[config.mk]
export PLATFORM = sky130hd
export DESIGN_NAME = i2c_eeprom_page_transfer_sequencer
export DESIGN_NICKNAME = d
export VERILOG_FILES = /design/src/hw/rtl/i2cept_pkg.sv /design/src/hw/rtl/i2cept_cfg.sv /design/src/hw/rtl/i2cept_decode.sv /design/src/hw/rtl/i2c_eeprom_page_transfer_sequencer.sv
export SDC_FILE = /design/constraint.sdc
export NUM_CORES = 1
export LEC_CHECK = 0
export BUFFER_PORTS_ARGS = -buffer_cell sky130_fd_sc_hd__buf_2
export CAP_MARGIN = 20
export CELL_PAD_IN_SITES_DETAIL_PLACEMENT = 1
export CELL_PAD_IN_SITES_GLOBAL_PLACEMENT = 1
export CORE_UTILIZATION = 40
export DETAILED_ROUTE_END_ITERATION = 12
export GPL_ROUTABILITY_DRIVEN = 0
export GPL_TIMING_DRIVEN = 0
export PLACE_DENSITY_LB_ADDON = 0.05
export SLEW_MARGIN = 40
export SYNTH_ARGS = -nofsm -noshare
export SYNTH_HDL_FRONTEND = slang
export SYNTH_SLANG_ARGS = --single-unit
[constraint.sdc]
create_clock -name clk_i -period 4.58 [get_ports clk_i]
set_clock_uncertainty 0.05 [all_clocks]
set_input_delay 0.687 -clock clk_i [delete_from_list [all_inputs] [get_ports clk_i]]
set_output_delay 0.687 -clock clk_i [all_outputs]
set_load 0.01 [all_outputs]
[src/hw/rtl/i2cept_pkg.sv]
// Package for the I2C EEPROM page transfer sequencer.
// Holds the status codes, address constants and the result record.
// It has no dependencies.
package i2cept_pkg;

  // Controller status codes that the sequencer decodes.
  localparam logic [7:0] ST_BUS_ERROR    = 8'h00;
  localparam logic [7:0] ST_START        = 8'h08;
  localparam logic [7:0] ST_RESTART      = 8'h10;
  localparam logic [7:0] ST_SLA_W_ACK    = 8'h18;
  localparam logic [7:0] ST_DATA_TX_ACK  = 8'h28;
  localparam logic [7:0] ST_SLA_R_ACK    = 8'h40;
  localparam logic [7:0] ST_DATA_RX_ACK  = 8'h50;
  localparam logic [7:0] ST_DATA_RX_NACK = 8'h58;

  // Device addresses for the lower and upper halves of the array.
  localparam logic [7:0] DEV_ADDR_LO = 8'hA0;
  localparam logic [7:0] DEV_ADDR_HI = 8'hA2;

  // Input beat kinds.
  localparam logic MODE_START = 1'b0;
  localparam logic MODE_EVENT = 1'b1;

  // Acknowledge actions.
  localparam logic [1:0] ACK_KEEP  = 2'd0;
  localparam logic [1:0] ACK_SET   = 2'd1;
  localparam logic [1:0] ACK_CLEAR = 2'd2;

  // Register indexes of the configuration port.
  localparam logic REG_PAGE_NUMBER = 1'b0;
  localparam logic REG_DIRECTION   = 1'b1;

  typedef struct packed {
    logic [7:0] drive_byte;
    logic       drive_valid;
    logic       set_start;
    logic       clear_start;
    logic       set_stop;
    logic [1:0] ack_action;
    logic       clear_flag;
    logic [7:0] rx_byte;
    logic       rx_valid;
    logic       write_byte_used;
    logic       done_res;
  } result_t;

endpackage

[src/hw/rtl/i2cept_cfg.sv]
// Configuration registers of the I2C EEPROM page transfer sequencer.
// APB-style write and read of page number and direction; uses i2cept_pkg.
module i2cept_cfg (
  input  logic        clk_i,
  input  logic        rst_ni,
  input  logic        psel,
  input  logic        penable,
  input  logic        pwrite,
  input  logic [2:0]  paddr,
  input  logic [31:0] pwdata,
  output logic [31:0] prdata,
  output logic        pready,
  output logic [8:0]  page_number_o,
  output logic        direction_o
);
  import i2cept_pkg::*;

  logic [8:0] page_number_q, page_number_d;
  logic       direction_q, direction_d;
  logic       wr_en;

  assign pready = 1'b1;
  assign wr_en  = psel & penable & pwrite;

  always_comb begin
    page_number_d = page_number_q;
    direction_d   = direction_q;
    if (wr_en) begin
      case (paddr[2])
        REG_PAGE_NUMBER: page_number_d = pwdata[8:0];
        REG_DIRECTION:   direction_d   = pwdata[0];
        default: ;
      endcase
    end
  end

  always_ff @(posedge clk_i or negedge rst_ni) begin
    if (!rst_ni) begin
      page_number_q <= '0;
      direction_q   <= 1'b0;
    end else begin
      page_number_q <= page_number_d;
      direction_q   <= direction_d;
    end
  end

  always_comb begin
    case (paddr[2])
      REG_PAGE_NUMBER: prdata = {23'd0, page_number_q};
      REG_DIRECTION:   prdata = {31'd0, direction_q};
      default:         prdata = '0;
    endcase
  end

  assign page_number_o = page_number_q;
  assign direction_o   = direction_q;

endmodule

[src/hw/rtl/i2cept_decode.sv]
// Event decoder of the I2C EEPROM page transfer sequencer.
// Turns one beat plus the current state into controller actions and next state.
// Uses i2cept_pkg for status codes and the result record.
module i2cept_decode #(
  parameter int PAGE_BYTES = 32,
  parameter int CNT_W      = 6
) (
  input  logic                      mode_i,
  input  logic [7:0]                status_code_i,
  input  logic [7:0]                bus_byte_i,
  input  logic [7:0]                write_byte_i,
  input  logic [8:0]                page_number_i,
  input  logic                      direction_i,
  input  logic                      addr_low_sent_i,
  input  logic [CNT_W-1:0]          byte_count_i,
  input  logic                      finished_i,
  output logic                      addr_low_sent_o,
  output logic [CNT_W-1:0]          byte_count_o,
  output logic                      finished_o,
  output i2cept_pkg::result_t       result_o
);
  import i2cept_pkg::*;

  localparam logic [CNT_W-1:0] CNT_PAGE = CNT_W'(PAGE_BYTES);
  localparam logic [CNT_W-1:0] CNT_SAT  = CNT_W'(PAGE_BYTES + 1);
  localparam logic [CNT_W-1:0] CNT_LAST = CNT_W'(PAGE_BYTES - 1);

  logic [7:0]       dev_addr;
  logic [15:0]      byte_addr;
  logic [CNT_W-1:0] count_inc;

  assign dev_addr  = (page_number_i > 9'd255) ? DEV_ADDR_HI : DEV_ADDR_LO;
  assign byte_addr = 16'(32'(page_number_i) * PAGE_BYTES);
  // Counter saturates one past the page size.
  assign count_inc = (byte_count_i < CNT_SAT) ? byte_count_i + 1'b1 : byte_count_i;

  always_comb begin
    result_o        = '0;
    addr_low_sent_o = addr_low_sent_i;
    byte_count_o    = byte_count_i;
    finished_o      = finished_i;

    if (mode_i == MODE_START) begin
      finished_o         = 1'b0;
      result_o.set_start = 1'b1;
    end else if (!finished_i) begin
      case (status_code_i)
        ST_START: begin
          result_o.drive_byte  = dev_addr;
          result_o.drive_valid = 1'b1;
          result_o.clear_start = 1'b1;
          result_o.clear_flag  = 1'b1;
        end
        ST_SLA_W_ACK: begin
          result_o.drive_byte  = byte_addr[15:8];
          result_o.drive_valid = 1'b1;
          result_o.clear_flag  = 1'b1;
          addr_low_sent_o      = 1'b0;
        end
        ST_DATA_TX_ACK: begin
          result_o.clear_flag = 1'b1;
          if (!addr_low_sent_i) begin
            result_o.drive_byte  = byte_addr[7:0];
            result_o.drive_valid = 1'b1;
            addr_low_sent_o      = 1'b1;
            byte_count_o         = '0;
          end else if (!direction_i) begin
            if (byte_count_i < CNT_PAGE) begin
              result_o.drive_byte      = write_byte_i;
              result_o.drive_valid     = 1'b1;
              result_o.write_byte_used = 1'b1;
            end else begin
              finished_o        = 1'b1;
              result_o.set_stop = 1'b1;
              result_o.done_res = 1'b1;
            end
            byte_count_o = count_inc;
          end else begin
            result_o.set_start = 1'b1;
          end
        end
        ST_RESTART: begin
          result_o.drive_byte  = dev_addr + 8'd1;
          result_o.drive_valid = 1'b1;
          result_o.clear_start = 1'b1;
          result_o.clear_flag  = 1'b1;
        end
        ST_SLA_R_ACK: begin
          byte_count_o        = '0;
          result_o.ack_action = ACK_SET;
          result_o.clear_flag = 1'b1;
        end
        ST_DATA_RX_ACK: begin
          result_o.rx_byte  = bus_byte_i;
          result_o.rx_valid = 1'b1;
          byte_count_o      = count_inc;
          // The byte after this one is the last of the page: answer it with NACK.
          if (count_inc == CNT_LAST) begin
            result_o.ack_action = ACK_CLEAR;
          end
          result_o.clear_flag = 1'b1;
        end
        ST_DATA_RX_NACK: begin
          result_o.rx_byte    = bus_byte_i;
          result_o.rx_valid   = 1'b1;
          finished_o          = 1'b1;
          result_o.done_res   = 1'b1;
          result_o.set_stop   = 1'b1;
          result_o.clear_flag = 1'b1;
        end
        ST_BUS_ERROR: begin
          result_o.set_stop   = 1'b1;
          result_o.clear_flag = 1'b1;
        end
        default: ;
      endcase
    end
  end

endmodule

[src/hw/rtl/i2c_eeprom_page_transfer_sequencer.sv]
// I2C EEPROM page transfer sequencer: each input beat is held in the input register, then
// its decode is held in the result register; throughput is one beat per cycle while the
// output side does not stall. The decode between the two registers is a single pass.
// Reset clears the sequencing state (address flag, byte counter, finished flag), both
// configuration registers and both valid flags; no clearing pass is needed.
// Depends on i2cept_pkg, i2cept_cfg and i2cept_decode.
module i2c_eeprom_page_transfer_sequencer #(
  parameter int PAGE_BYTES = 32
) (
  input  logic        clk_i,
  input  logic        rst_ni,
  // Configuration port.
  input  logic        psel,
  input  logic        penable,
  input  logic        pwrite,
  input  logic [2:0]  paddr,
  input  logic [31:0] pwdata,
  output logic [31:0] prdata,
  output logic        pready,
  // Input channel: one bus event or start request per beat.
  input  logic        in_valid_i,
  output logic        in_stall_o,
  input  logic        mode_i,
  input  logic [7:0]  status_code_i,
  input  logic [7:0]  bus_byte_i,
  input  logic [7:0]  write_byte_i,
  // Output channel: one set of controller actions per beat.
  output logic        out_valid_o,
  input  logic        out_stall_i,
  output logic [7:0]  drive_byte_o,
  output logic        drive_valid_o,
  output logic        set_start_o,
  output logic        clear_start_o,
  output logic        set_stop_o,
  output logic [1:0]  ack_action_o,
  output logic        clear_flag_o,
  output logic [7:0]  rx_byte_o,
  output logic        rx_valid_o,
  output logic        write_byte_used_o,
  output logic        done_res_o
);
  import i2cept_pkg::*;

  // The byte counter saturates one past the page size.
  localparam int CNT_W = $clog2(PAGE_BYTES + 2);

  logic [8:0] page_number;
  logic       direction;

  i2cept_cfg u_cfg (
    .clk_i         (clk_i),
    .rst_ni        (rst_ni),
    .psel          (psel),
    .penable       (penable),
    .pwrite        (pwrite),
    .paddr         (paddr),
    .pwdata        (pwdata),
    .prdata        (prdata),
    .pready        (pready),
    .page_number_o (page_number),
    .direction_o   (direction)
  );

  // Input register. It holds one beat until the result register can take its decode.
  logic       in_valid_q;
  logic       mode_q;
  logic [7:0] status_code_q;
  logic [7:0] bus_byte_q;
  logic [7:0] write_byte_q;

  // Result register.
  logic    out_valid_q;
  result_t result_q;
  result_t result_d;

  // Sequencing state. It advances only when a beat moves from the input register
  // into the result register, so beats are decoded strictly in order.
  logic             addr_low_sent_q, addr_low_sent_d;
  logic [CNT_W-1:0] byte_count_q, byte_count_d;
  logic             finished_q, finished_d;

  logic out_free;
  logic advance;
  logic in_take;

  // The result register is free when empty or when its beat leaves this cycle.
  assign out_free   = !out_valid_q || !out_stall_i;
  assign advance    = in_valid_q && out_free;
  // A new beat enters whenever the input register is empty or drains this cycle.
  assign in_stall_o = in_valid_q && !out_free;
  assign in_take    = in_valid_i && !in_stall_o;

  i2cept_decode #(
    .PAGE_BYTES (PAGE_BYTES),
    .CNT_W      (CNT_W)
  ) u_decode (
    .mode_i          (mode_q),
    .status_code_i   (status_code_q),
    .bus_byte_i      (bus_byte_q),
    .write_byte_i    (write_byte_q),
    .page_number_i   (page_number),
    .direction_i     (direction),
    .addr_low_sent_i (addr_low_sent_q),
    .byte_count_i    (byte_count_q),
    .finished_i      (finished_q),
    .addr_low_sent_o (addr_low_sent_d),
    .byte_count_o    (byte_count_d),
    .finished_o      (finished_d),
    .result_o        (result_d)
  );

  always_ff @(posedge clk_i or negedge rst_ni) begin
    if (!rst_ni) begin
      in_valid_q      <= 1'b0;
      out_valid_q     <= 1'b0;
      addr_low_sent_q <= 1'b0;
      byte_count_q    <= '0;
      finished_q      <= 1'b0;
    end else begin
      if (in_take) begin
        in_valid_q <= 1'b1;
      end else if (advance) begin
        in_valid_q <= 1'b0;
      end
      if (advance) begin
        out_valid_q     <= 1'b1;
        addr_low_sent_q <= addr_low_sent_d;
        byte_count_q    <= byte_count_d;
        finished_q      <= finished_d;
      end else if (out_free) begin
        out_valid_q <= 1'b0;
      end
    end
  end

  // Payload registers carry no reset.
  always_ff @(posedge clk_i) begin
    if (in_take) begin
      mode_q        <= mode_i;
      status_code_q <= status_code_i;
      bus_byte_q    <= bus_byte_i;
      write_byte_q  <= write_byte_i;
    end
    if (advance) begin
      result_q <= result_d;
    end
  end

  assign out_valid_o       = out_valid_q;
  assign drive_byte_o      = result_q.drive_byte;
  assign drive_valid_o     = result_q.drive_valid;
  assign set_start_o       = result_q.set_start;
  assign clear_start_o     = result_q.clear_start;
  assign set_stop_o        = result_q.set_stop;
  assign ack_action_o      = result_q.ack_action;
  assign clear_flag_o      = result_q.clear_flag;
  assign rx_byte_o         = result_q.rx_byte;
  assign rx_valid_o        = result_q.rx_valid;
  assign write_byte_used_o = result_q.write_byte_used;
  assign done_res_o        = result_q.done_res;

endmodule
==> flow_summary.ini <==
[run_status]
status = finished, final reports clean

[setup_path]
critical_path.endpoint_type = primary output
required_ns = 3.84
crit_path_max_fanout = 10
cp.arrival_ns = 1.65
crit_path_start_kind = primary input
critPathKind = in2out

[global_route]
grt_start_max_net_pins = 27
grt_use_total = 0.171
grt_pass1_wl_um = 11200
antenna_found_initial = 0
grt_pass1_vias = 2281
grt_overflow = 0

[sta]
timing.fmax_mhz = 418
worstMarginPinSlew_ns = 0.657
rsz0062_at_grt = no
slew_headroom = 0.562
period_share = 0.522
fin_crit_ns = 2.39
tns_ns = 0
slew_violations = 0
final-hold-violation-count = 0
setup_viol = 0

[synth]
synth_area_um2 = 3300
synthArstFlopShare = 0.282
yosysWarningCount = 0
synth_flop_cell = edfxtp_1
avgSynthCellArea_um2 = 12.7
synth_edf_count = 51
syn_inst = 259
synth_seq_cells = 71
synth_seq_area_share = 0.616
ys_types = 49

[routing]
routed_wl_um = 6900
dr.pass1.iters = 4
ant_nets = 0
drt-wirelength-per-cell_um = 14.5
num_vias = 2237
vias_per_cell = 4.69
dr.first_iter.drc_count = 73
drc_errors = 0

[cts]
hold_buffers = 0
cts-root-buf = clkbuf_8
cts_buffers = 9
cts_setup_buffers = 0
clk_latency_ns = 0.34
ctsHtreeMaxLevel = 3
clk_pin_slew_ns = 0.07
cts.path.max_buffers = 2
cts.sinks = 71
cts_resized = 0
cts_tree = done

[floorplan]
chipWidth_um = 92.8
chipHeight_um = 92.8
ioPinCount = 128
rows = 32
core_area_um2 = 7850
start_util = 0.420
die-area_um2 = 8610

[hold_path]
hold_class = in2async

[power_and_ir_drop]
power_density_nw_per_um2 = 345
p_leak_uw = 0.00172
power.total_uw = 1400
ir_worst_vdd_mv = 0.191

[layout]
drive_gt1_frac = 0.389
mostFrequentLayoutCells = buf_2, edfxtp_1, buf_4, conb_1, dfrtp_1
layout_commonest_cell = buf_2
nNetsFinal = 439
diodes = 0
area_growth_pct = 23.4

[run]
maxCapViolCount = 0

[place]
dp_hpwl_um = 5030
io_buffers = 78
[kinds of logic after synthesis]
kind of cell	count (synthesis)	synth area share
fa+ha+maj	2	0.00759
simple gates	87	0.162
other cells	2	0.00228
compound gates	38	0.0747
mux	16	0.0573
flops	71	0.616
xor+xnor	1	0.00266
buf+inv	42	0.0774
[Yosys cell counts, drive strengths merged, types with 4 or more instances]
cell / number / area, um2
inv: 11 / 41.3
nand3: 6 / 30.0
edfxtp: 51 / 1530
nor3b: 4 / 35.0
nor2: 19 / 73.8
nor3: 6 / 46.3
nor2b: 14 / 90.1
nand2b: 4 / 25.0
and2: 10 / 62.6
dfrtp: 20 / 500
a21oi: 7 / 35.0
o21ai: 9 / 45.0
buf: 28 / 203
mux2: 13 / 146
nand2: 11 / 41.3
a22oi: 5 / 37.5
[final timing paths]
path / startpoint / endpoint / slack, ns / cells after the start
max: paddr[2] / prdata[0] / 2.19 / 4
min: rst_ni / u_cfg.page_number_o[6]$_DFFE_PN0P_ / 0.25 / 1
max reg2reg: status_code_q[7]$_DFFE_PP_ / drive_byte_o[2]$_SDFFCE_PP0P_ / 2.47 / 5
min reg2reg: bus_byte_q[7]$_DFFE_PP_ / rx_byte_o[7]$_SDFFCE_PP0P_ / 0.48 / 1
max in group asynchronous: rst_ni / out_valid_o$_DFFE_PN0P_ / 3.89 / 1
min in group clk_i: status_code_i[6] / status_code_q[6]$_DFFE_PP_ / 0.46 / 1
[metal layers]
metal	track usage	vias to the layer above	wire length [um]
li1	-	1112	-
met1	0.211	1047	2950
met2	0.292	69	3470
met3	0.0369	9	369
met4	0.0692	0	110
met5	0	-	0
[critical path, stage by stage]
cell	delay (ns)
buf_2	0.08
clkbuf_1	0.36
mux2_2	0.39
buf_2	0.14
[area by class of cell]
cell class | instances | area, um2
Tap cell | 102 | 128
Multi-Input combinational cell | 168 | 1090
Timing Repair Buffer | 78 | 390
Inverter | 11 | 41.3
Fill cell | 877 | 3780
Clock buffer | 9 | 124
Clock inverter | 7 | 46.3
Sequential cell | 71 | 2030
Buffer | 31 | 214
[state kept, by name (all words and copies together) (netlist names), 2 cells and up]
signal and cells:
u_cfg.page_number_o 9, bus_byte_q 8, drive_byte_o 8, rx_byte_o 8
status_code_q 8, write_byte_q 8, byte_count_q 6, ack_action_o 2
[power by group]
group          switching (uW)  internal (uW)
Clock                     237            196
Combinational             100           89.6
Sequential               33.0            747
Total                     370           1030
[metrics by stage]
stage | area, um2 | setup slack (ns) | utilization | hold slack [ns] | std cells
floorplan | 3380 | 2.51 | - | 0.341 | 281
global placement | 3900 | 2.16 | 0.497 | 0.450 | 461
detailed placement | 3900 | 2.18 | 0.497 | 0.459 | 461
CTS | 4070 | 2.18 | 0.519 | 0.261 | 477
global route | 4070 | 2.12 | 0.519 | 0.274 | 477
finish | 4070 | 2.19 | 0.519 | 0.247 | 477
(Power assumes the default switching activity.)
